**config.mk**
```make
export PLATFORM = sky130hd
export DESIGN_NAME = grid_dfs_reachability_unit
export DESIGN_NICKNAME = d
export VERILOG_FILES = /design/src/rtl/gdr_pkg.sv /design/src/rtl/gdr_nbr_unit.sv /design/src/rtl/grid_dfs_reachability_unit.sv
export VERILOG_INCLUDE_DIRS = /design/src /design/src/rtl
export SDC_FILE = /design/constraint.sdc
export NUM_CORES = 2
export LEC_CHECK = 0
export ABC_AREA = 0
export BUFFER_PORTS_ARGS = -buffer_cell sky130_fd_sc_hd__buf_2
export CORE_ASPECT_RATIO = 0.5
export CORE_MARGIN = 2
export CORE_UTILIZATION = 60
export CTS_CLUSTER_SIZE = 14
export DETAILED_ROUTE_END_ITERATION = 6
export PLACE_DENSITY = 0.85
export SYNTH_ARGS = -nofsm -noshare
export SYNTH_HDL_FRONTEND = slang
export SYNTH_SLANG_ARGS = --single-unit
```
**constraint.sdc**
```tcl
create_clock -name clock -period 18.8 [get_ports clock]
set_input_delay 0 -clock clock [delete_from_list [all_inputs] [get_ports clock]]
set_output_delay 0 -clock clock [all_outputs]
set_load 0.02 [all_outputs]
```
**src/rtl/grid_dfs_reachability_unit_macros.svh**
```systemverilog
// Assertion helpers for the grid search RTL.
`ifndef GRID_DFS_REACHABILITY_UNIT_MACROS_SVH
`define GRID_DFS_REACHABILITY_UNIT_MACROS_SVH
`ifndef SYNTHESIS
// Same-cycle implication.
`define GDR_ASSERT_IMPL(label, clk, rst, ante, cons, msg) \
   label: assert property (@(posedge clk) disable iff (rst) (ante) |-> (cons)) \
      else $error(msg);
// Next-cycle implication.
`define GDR_ASSERT_NEXT(label, clk, rst, ante, cons, msg) \
   label: assert property (@(posedge clk) disable iff (rst) (ante) |=> (cons)) \
      else $error(msg);
`else
`define GDR_ASSERT_IMPL(label, clk, rst, ante, cons, msg)
`define GDR_ASSERT_NEXT(label, clk, rst, ante, cons, msg)
`endif
`endif

```
**src/rtl/gdr_pkg.sv**
```systemverilog
`default_nettype none

package gdr_pkg;

   localparam int DEF_GRID_ROWS = 16;
   localparam int DEF_GRID_COLS = 16;

   // Request coordinate width and a width that holds any grid limit.
   localparam int COORD_W = 4;
   localparam int LIM_W   = 7;

   localparam logic REQ_WRITE  = 1'b0;
   localparam logic REQ_SEARCH = 1'b1;

   localparam logic [1:0] KIND_OPEN = 2'd0;
   localparam logic [1:0] KIND_WALL = 2'd1;
   localparam logic [1:0] KIND_GOAL = 2'd2;

   // Neighbor order: west, south, east, north.
   localparam logic [1:0] DIR_WEST  = 2'd0;
   localparam logic [1:0] DIR_SOUTH = 2'd1;
   localparam logic [1:0] DIR_EAST  = 2'd2;
   localparam logic [1:0] DIR_NORTH = 2'd3;

   typedef enum logic [3:0] {
      ST_INIT,
      ST_IDLE,
      ST_CLEAR,
      ST_SEED,
      ST_POP,
      ST_POP_WAIT,
      ST_GOAL_CHK,
      ST_NB_RD,
      ST_NB_EVAL,
      ST_DONE
   } state_type;

endpackage

`default_nettype wire

```
**src/rtl/gdr_nbr_unit.sv**
```systemverilog
`default_nettype none

// Shared neighbor step: one add on the selected coordinate plus a bound check.
module gdr_nbr_unit #(
   parameter int GRID_ROWS = gdr_pkg::DEF_GRID_ROWS,
   parameter int GRID_COLS = gdr_pkg::DEF_GRID_COLS,
   localparam int RW = $clog2(GRID_ROWS),
   localparam int CW = $clog2(GRID_COLS)
) (
   input  logic [RW-1:0] cur_row,
   input  logic [CW-1:0] cur_col,
   input  logic [1:0]    dir,
   output logic [RW-1:0] nb_row,
   output logic [CW-1:0] nb_col,
   output logic          nb_ok
);

   localparam int PW = ((RW > CW) ? RW : CW) + 1;

   logic          use_col;
   logic          inc;
   logic [PW-1:0] sel;
   logic [PW-1:0] lim;
   logic [PW-1:0] step;
   logic [PW-1:0] sum;

   assign use_col = (dir == gdr_pkg::DIR_WEST) || (dir == gdr_pkg::DIR_EAST);
   assign inc     = (dir == gdr_pkg::DIR_SOUTH) || (dir == gdr_pkg::DIR_EAST);
   assign sel     = use_col ? PW'(cur_col) : PW'(cur_row);
   assign lim     = use_col ? PW'(GRID_COLS) : PW'(GRID_ROWS);
   assign step    = inc ? PW'(1) : {PW{1'b1}};
   assign sum     = sel + step;

   assign nb_ok  = inc ? (sum < lim) : (sel != '0);
   assign nb_row = use_col ? cur_row : sum[RW-1:0];
   assign nb_col = use_col ? sum[CW-1:0] : cur_col;

endmodule

`default_nettype wire

```
**src/rtl/grid_dfs_reachability_unit.sv**
```systemverilog
// A write request is stored in the idle state and never raises busy; a search first
// clears the visited marks, then pops cells and reads up to four neighbors of each.
// One request at a time: busy stays high through the result strobe, which the
// receiver cannot stall. After synchronous reset the block sweeps the cell memory
// to open and the marks to clear, one entry per cycle, with busy high; the neighbor
// step unit and the memories' single read and write ports set the pace.
`default_nettype none

`include "grid_dfs_reachability_unit_macros.svh"

module grid_dfs_reachability_unit #(
   parameter int GRID_ROWS = gdr_pkg::DEF_GRID_ROWS,
   parameter int GRID_COLS = gdr_pkg::DEF_GRID_COLS
) (
   input  logic                        clock,
   input  logic                        reset,
   input  logic                        start,
   output logic                        busy,
   input  logic                        req_type,
   input  logic [gdr_pkg::COORD_W-1:0] req_row,
   input  logic [gdr_pkg::COORD_W-1:0] req_col,
   input  logic [1:0]                  req_cell_kind,
   output logic                        rsp_valid,
   output logic                        rsp_reachable
);

   localparam int RW    = $clog2(GRID_ROWS);
   localparam int CW    = $clog2(GRID_COLS);
   localparam int AW    = RW + CW;
   localparam int DEPTH = 1 << AW;
   localparam int CNT_W = AW + 1;
   localparam int LW    = gdr_pkg::LIM_W;
   localparam int PADW  = LW - gdr_pkg::COORD_W;

   gdr_pkg::state_type state_ff, state_in;

   // Cell kinds, visited marks and the push-down stack, one read and one write port each.
   logic [1:0]    cell_mem [DEPTH];
   logic          vis_mem  [DEPTH];
   logic [AW-1:0] stk_mem  [DEPTH];

   logic          cell_we, vis_we, stk_we;
   logic [AW-1:0] cell_waddr, cell_raddr, vis_waddr, vis_raddr, stk_waddr, stk_raddr;
   logic [1:0]    cell_wdata, cell_rd_ff;
   logic          vis_wdata, vis_rd_ff;
   logic [AW-1:0] stk_wdata, stk_rd_ff;

   logic [AW-1:0]               sweep_ff, sweep_in;
   logic [CNT_W-1:0]            stk_cnt_ff, stk_cnt_in;
   logic [CNT_W-1:0]            stk_dec;
   logic [AW-1:0]               cur_ff, cur_in;
   logic [1:0]                  dir_ff, dir_in;
   logic                        found_ff, found_in;
   logic [gdr_pkg::COORD_W-1:0] start_row_ff, start_row_in, start_col_ff, start_col_in;

   logic          accept;
   logic          acc_search, acc_write;
   logic          req_ok, start_ok, push_ok, sweep_last;
   logic [AW-1:0] req_addr, start_addr, nb_addr;
   logic [RW-1:0] nb_row;
   logic [CW-1:0] nb_col;
   logic          nb_ok;

   assign accept     = start && !busy;
   assign acc_search = accept && (req_type == gdr_pkg::REQ_SEARCH);
   assign acc_write  = accept && (req_type == gdr_pkg::REQ_WRITE);
   assign busy       = (state_ff != gdr_pkg::ST_IDLE);
   assign rsp_valid  = (state_ff == gdr_pkg::ST_DONE);
   assign rsp_reachable = found_ff;

   // Bound checks on the 4-bit request coordinates against the grid size.
   assign req_ok   = ({{PADW{1'b0}}, req_row} < LW'(GRID_ROWS)) &&
                     ({{PADW{1'b0}}, req_col} < LW'(GRID_COLS));
   assign start_ok = ({{PADW{1'b0}}, start_row_ff} < LW'(GRID_ROWS)) &&
                     ({{PADW{1'b0}}, start_col_ff} < LW'(GRID_COLS));
   assign req_addr   = {RW'(req_row), CW'(req_col)};
   assign start_addr = {RW'(start_row_ff), CW'(start_col_ff)};

   assign stk_dec    = stk_cnt_ff - CNT_W'(1);
   assign sweep_last = &sweep_ff;
   assign nb_addr    = {nb_row, nb_col};
   // Walls and already-marked neighbors are never pushed.
   assign push_ok    = (cell_rd_ff != gdr_pkg::KIND_WALL) && !vis_rd_ff;

   gdr_nbr_unit #(
      .GRID_ROWS(GRID_ROWS),
      .GRID_COLS(GRID_COLS)
   ) u_nbr (
      .cur_row(cur_ff[AW-1:CW]),
      .cur_col(cur_ff[CW-1:0]),
      .dir    (dir_ff),
      .nb_row (nb_row),
      .nb_col (nb_col),
      .nb_ok  (nb_ok)
   );

   // Next state.
   always_comb begin
      state_in = state_ff;
      case (state_ff)
         gdr_pkg::ST_INIT: begin
            if (sweep_last) state_in = gdr_pkg::ST_IDLE;
         end
         gdr_pkg::ST_IDLE: begin
            if (acc_search) state_in = gdr_pkg::ST_CLEAR;
         end
         gdr_pkg::ST_CLEAR: begin
            if (sweep_last) state_in = gdr_pkg::ST_SEED;
         end
         gdr_pkg::ST_SEED: begin
            // A start outside the grid ends at once with no goal.
            state_in = start_ok ? gdr_pkg::ST_POP : gdr_pkg::ST_DONE;
         end
         gdr_pkg::ST_POP: begin
            state_in = (stk_cnt_ff == '0) ? gdr_pkg::ST_DONE : gdr_pkg::ST_POP_WAIT;
         end
         gdr_pkg::ST_POP_WAIT: begin
            state_in = gdr_pkg::ST_GOAL_CHK;
         end
         gdr_pkg::ST_GOAL_CHK: begin
            state_in = (cell_rd_ff == gdr_pkg::KIND_GOAL) ? gdr_pkg::ST_DONE
                                                         : gdr_pkg::ST_NB_RD;
         end
         gdr_pkg::ST_NB_RD: begin
            if (nb_ok) state_in = gdr_pkg::ST_NB_EVAL;
            else if (dir_ff == gdr_pkg::DIR_NORTH) state_in = gdr_pkg::ST_POP;
         end
         gdr_pkg::ST_NB_EVAL: begin
            state_in = (dir_ff == gdr_pkg::DIR_NORTH) ? gdr_pkg::ST_POP : gdr_pkg::ST_NB_RD;
         end
         gdr_pkg::ST_DONE: begin
            state_in = gdr_pkg::ST_IDLE;
         end
         default: begin
            state_in = gdr_pkg::ST_IDLE;
         end
      endcase
   end

   // Memory controls and datapath next values.
   always_comb begin
      cell_we      = 1'b0;
      cell_waddr   = sweep_ff;
      cell_wdata   = gdr_pkg::KIND_OPEN;
      cell_raddr   = nb_addr;
      vis_we       = 1'b0;
      vis_waddr    = sweep_ff;
      vis_wdata    = 1'b0;
      vis_raddr    = nb_addr;
      stk_we       = 1'b0;
      stk_waddr    = stk_cnt_ff[AW-1:0];
      stk_wdata    = nb_addr;
      stk_raddr    = stk_dec[AW-1:0];
      sweep_in     = sweep_ff;
      stk_cnt_in   = stk_cnt_ff;
      cur_in       = cur_ff;
      dir_in       = dir_ff;
      found_in     = found_ff;
      start_row_in = start_row_ff;
      start_col_in = start_col_ff;
      case (state_ff)
         gdr_pkg::ST_INIT: begin
            // Sweep every cell to open and every mark to clear.
            cell_we  = 1'b1;
            vis_we   = 1'b1;
            sweep_in = sweep_ff + AW'(1);
         end
         gdr_pkg::ST_IDLE: begin
            if (acc_write && req_ok) begin
               // Store the cell; the unused kind code reads back as open.
               cell_we    = 1'b1;
               cell_waddr = req_addr;
               cell_wdata = (req_cell_kind == gdr_pkg::KIND_WALL ||
                             req_cell_kind == gdr_pkg::KIND_GOAL) ? req_cell_kind
                                                                  : gdr_pkg::KIND_OPEN;
            end
            if (acc_search) begin
               start_row_in = req_row;
               start_col_in = req_col;
            end
         end
         gdr_pkg::ST_CLEAR: begin
            vis_we   = 1'b1;
            sweep_in = sweep_ff + AW'(1);
         end
         gdr_pkg::ST_SEED: begin
            stk_cnt_in = '0;
            found_in   = 1'b0;
            if (start_ok) begin
               // Push the start cell without a wall check.
               vis_we     = 1'b1;
               vis_waddr  = start_addr;
               vis_wdata  = 1'b1;
               stk_we     = 1'b1;
               stk_waddr  = '0;
               stk_wdata  = start_addr;
               stk_cnt_in = CNT_W'(1);
            end
         end
         gdr_pkg::ST_POP: begin
            if (stk_cnt_ff != '0) stk_cnt_in = stk_dec;
         end
         gdr_pkg::ST_POP_WAIT: begin
            cur_in     = stk_rd_ff;
            cell_raddr = stk_rd_ff;
            dir_in     = gdr_pkg::DIR_WEST;
         end
         gdr_pkg::ST_GOAL_CHK: begin
            if (cell_rd_ff == gdr_pkg::KIND_GOAL) found_in = 1'b1;
         end
         gdr_pkg::ST_NB_RD: begin
            // Skip a neighbor off the grid edge.
            if (!nb_ok) dir_in = dir_ff + 2'd1;
         end
         gdr_pkg::ST_NB_EVAL: begin
            if (push_ok) begin
               vis_we     = 1'b1;
               vis_waddr  = nb_addr;
               vis_wdata  = 1'b1;
               stk_we     = 1'b1;
               stk_cnt_in = stk_cnt_ff + CNT_W'(1);
            end
            dir_in = dir_ff + 2'd1;
         end
         gdr_pkg::ST_DONE: begin
            found_in = found_ff;
         end
         default: begin
            found_in = found_ff;
         end
      endcase
   end

   always_ff @(posedge clock) begin
      if (reset) begin
         state_ff   <= gdr_pkg::ST_INIT;
         sweep_ff   <= '0;
         stk_cnt_ff <= '0;
         dir_ff     <= gdr_pkg::DIR_WEST;
      end else begin
         state_ff   <= state_in;
         sweep_ff   <= sweep_in;
         stk_cnt_ff <= stk_cnt_in;
         dir_ff     <= dir_in;
      end
   end

   always_ff @(posedge clock) begin
      cur_ff       <= cur_in;
      found_ff     <= found_in;
      start_row_ff <= start_row_in;
      start_col_ff <= start_col_in;
   end

   always_ff @(posedge clock) begin
      if (cell_we) cell_mem[cell_waddr] <= cell_wdata;
      cell_rd_ff <= cell_mem[cell_raddr];
   end

   always_ff @(posedge clock) begin
      if (vis_we) vis_mem[vis_waddr] <= vis_wdata;
      vis_rd_ff <= vis_mem[vis_raddr];
   end

   always_ff @(posedge clock) begin
      if (stk_we) stk_mem[stk_waddr] <= stk_wdata;
      stk_rd_ff <= stk_mem[stk_raddr];
   end

   // Each cell is pushed at most once, so the stack never overfills.
   `GDR_ASSERT_IMPL(a_stack_bound, clock, reset, 1'b1, stk_cnt_ff <= CNT_W'(DEPTH), "stack over")
   `GDR_ASSERT_NEXT(a_search_busy, clock, reset, acc_search, busy && !rsp_valid, "no search")
   `GDR_ASSERT_NEXT(a_write_quiet, clock, reset, acc_write, !rsp_valid && !busy, "write result")
   `GDR_ASSERT_NEXT(a_rsp_single, clock, reset, rsp_valid, !rsp_valid && !busy, "long strobe")

endmodule

`default_nettype wire

```
==> flow_summary.toml <==
[outcome]
status = "finished with violations"
violations = "design-rule violations, negative hold slack, max-capacitance violations, max-slew violations"

[clock_tree]
clk_pin_slew_ps = 90
ctsResizeCount = 0
cts_buffers = 243
cts_tree = "yes"
cts_buffer_depth = 4
cts.sinks = 2867
root_buffer = "clkbuf_16"
htreeDepth = 4
clk_latency_ps = 920

[timing]
worst_pin_slew_ps = 1815
period_share_pct = 38.97
fin_crit_ps = 7327
hold_violations = 11
tns_ps = 0
clock.fmax_mhz = 136.5
drv_slew = 210
hold_slack_ps = -100.2
rsz0062_at_grt = "no"
setup_viol = 0
relSlewSlack_pct = -20.98
clock-skew-final_ps = 71.45
setup_ws_ps = 11470

[synth]
yosysWarnings = 0
netlist_instances = 5896
ys_seq_area_share_pct = 74.78
synth_top_area_share_pct = 74.19
synth_top_cell_by_area = "edfxtp_1"
synth_nets = 5920
synth_area_leaders = "edfxtp_1 (74%), mux4_2 (16%), nor2_1 (2.8%)"
synth_edf_count = 2833
async_flop_share_pct = 0
ys_types = 85
ys.flop_type = "edfxtp_1"
ys_ff_latch = 2867
synth_area_per_cell_sq_um = 19.45
synth_common_cells = "edfxtp_1 (2833), nor2_1 (843), mux4_2 (812), nand2_1 (339), clkbuf_1 (245)"
synthMostInstantiatedCell = "edfxtp_1"
syn_area_sq_mm = 0.1147

[placed_design]
dp_hpwl_microns = 170300
gp_congestion = 0.8866
port_buffers = 16
dpl_worst_slack_ps = 11480

[drt]
viasPerCell = 7.573
wl_per_cell_microns = 38.57
drtAntennaViolNets = 0
num_vias = 64900
first_pass_iters = 7
drtIter0Drc = 13090
drcViolationCount = 600
wl_microns = 330600

[setup_path]
cp.required_ps = 19570
worst-setup-path-type = "reg2reg"
arrival_ps = 8100
cp_cell_sequence = "buf_4 -> buf_4 -> buf_4 -> buf_4 -> mux4_2 -> mux4_2 -> mux4_2 -> mux4_2"
worst-path-max-fanout = 53
crit_slowest_cell = "dfxtp_4"
cp_slowest_stage_delay_ps = 1010
cp-end-kind = "register"
worst_setup_path_start_kind = "register"

[finish]
layout-drive-gt1-share_pct = 20.88
area_delta_synth_final_pct = 8.583
final_nets = 5912

[worst_hold_path]
hp-class = "in2reg"

[global_route]
grt_max_degree = 257
grt_pass1_vias = 63590
antenna_found_initial = 14
grt_overflow = 0
gr-usage-all-layers_pct = 33.94
grt_pass1_wl_microns = 472400

[die]
ios = 17
chipWidth_microns = 622.2
dieArea_sq_mm = 0.1948
die_h_microns = 313.1
start_util_pct = 60.39
num_rows = 113
core_area_sq_mm = 0.1899

[power_and_ir_drop]
peakVddDrop_uv = 87.22
leakagePower_nw = 37.25
power_density_mw_per_mm2 = 94.14

[job]
maxCapViolations = 1
==> stage by stage <==
step	utilization (%)	instances	instance area [sq um]	power [mW]
final	65.57	8570	124500	11.72
after global routing	65.55	8556	124500	11.90
after CTS	65.53	8552	124400	11.69
after detailed placement	61.86	8156	117500	7.091
after global placement	61.86	8156	117500	7.089
after floorplan	-	5896	114700	7.072
==> critical path, delay by kind of cell (launching register included) <==
| kind | cells | cell delay, ps |
|---|---|---|
| buffers and inverters | 4 | 3630 |
| multiplexers | 4 | 2280 |
| flip-flops | 1 | 1010 |
==> timing repair <==
| action | in CTS | in global routing |
|---|---|---|
| setup buffers | 0 | 0 |
| hold buffers | 15 | 0 |
| hold endpoints to repair | 39 | 0 |
==> logic make-up after synthesis <==
kind of cell | synth area share (%)
AOI/OAI and AO/OA | 1.934
xor gates and xnor gates | 0.1375
adders and majority gates | 0.1157
buffers and inverters | 1.443
DFF | 74.78
muxes | 16.38
and+or+nand+nor | 5.211
==> metal layers <==
metal,global-route usage [%],vias to the layer above,part of all wire [%]
met1,44.74,32840,32
met3,10.37,1481,15
met4,15.81,12,6.1
met5,0.7889,-,0.093
met2,52.73,6838,47
li1,-,23730,-
==> sequential cells by signal, indices dropped and copies added (netlist names), 4 cells and up <==
register and cells:
cell_mem 512, cur_ff 8, start_col_ff 4, start_row_ff 4, state_ff 4, stk_cnt_ff 9
stk_mem 2048, stk_rd_ff 8, sweep_ff 8, vis_mem 256
==> worst paths after layout <==
path,startpoint,slack (ps),cells past startpoint,endpoint
min reg2reg,sweep_ff[1]$_SDFFE_PP0P_,620,2,sweep_ff[1]$_SDFFE_PP0P_
min,req_cell_kind[1],-100,3,cell_mem[212][0]$_DFFE_PP_
max,stk_cnt_ff[0]$_SDFFE_PP0P_,11470,8,stk_rd_ff[1]$_DFF_P_
max reg2reg,stk_cnt_ff[0]$_SDFFE_PP0P_,11470,8,stk_rd_ff[1]$_DFF_P_
==> report_power, final <==
group | internal (mW) | switching [mW]
Clock | 2.42 | 2.34
Sequential | 6.91 | 0.00205
Combinational | 0.00909 | 0.0353
Total | 9.34 | 2.38
==> final cells by class <==
class                      count  area, sq um
clock buffer                 336         6533
inverter                      22        87.58
antenna                       16        40.04
clock inverter                45        277.8
tap                         2530         3166
sequential                  2867        85760
timing repair buffer         125         1120
fill                       10590        65370
multi-input combinational   2629        27530
==> cell usage in the layout (no fill, tap or decap), types with 9 or more instances in the layout <==
cell,Yosys,final
clkbuf_1,245,85
a22oi_1,15,15
dlygate4sd3_1,0,15
nand3b_1,12,12
or3_1,12,12
nand2b_1,17,17
nand4_1,12,12
nand3_1,49,48
clkinv_1,0,26
nor3b_1,12,10
a31oi_1,33,31
buf_2,56,17
buf_4,10,78
inv_1,20,19
and2_1,10,9
nand2_1,339,337
dfxtp_1,34,33
clkinv_2,0,11
nor2b_1,10,10
a311oi_1,27,27
o21ai_0,40,36
buf_12,0,13
clkbuf_16,0,245
mux2i_1,41,41
diode_2,0,16
a211oi_1,46,46
nor2_1,843,843
nor3_1,31,30
edfxtp_1,2833,2833
and3_1,57,57
mux4_2,812,812
a32oi_1,10,10
a21oi_1,51,45
Power figures use the tool's default switching activity.
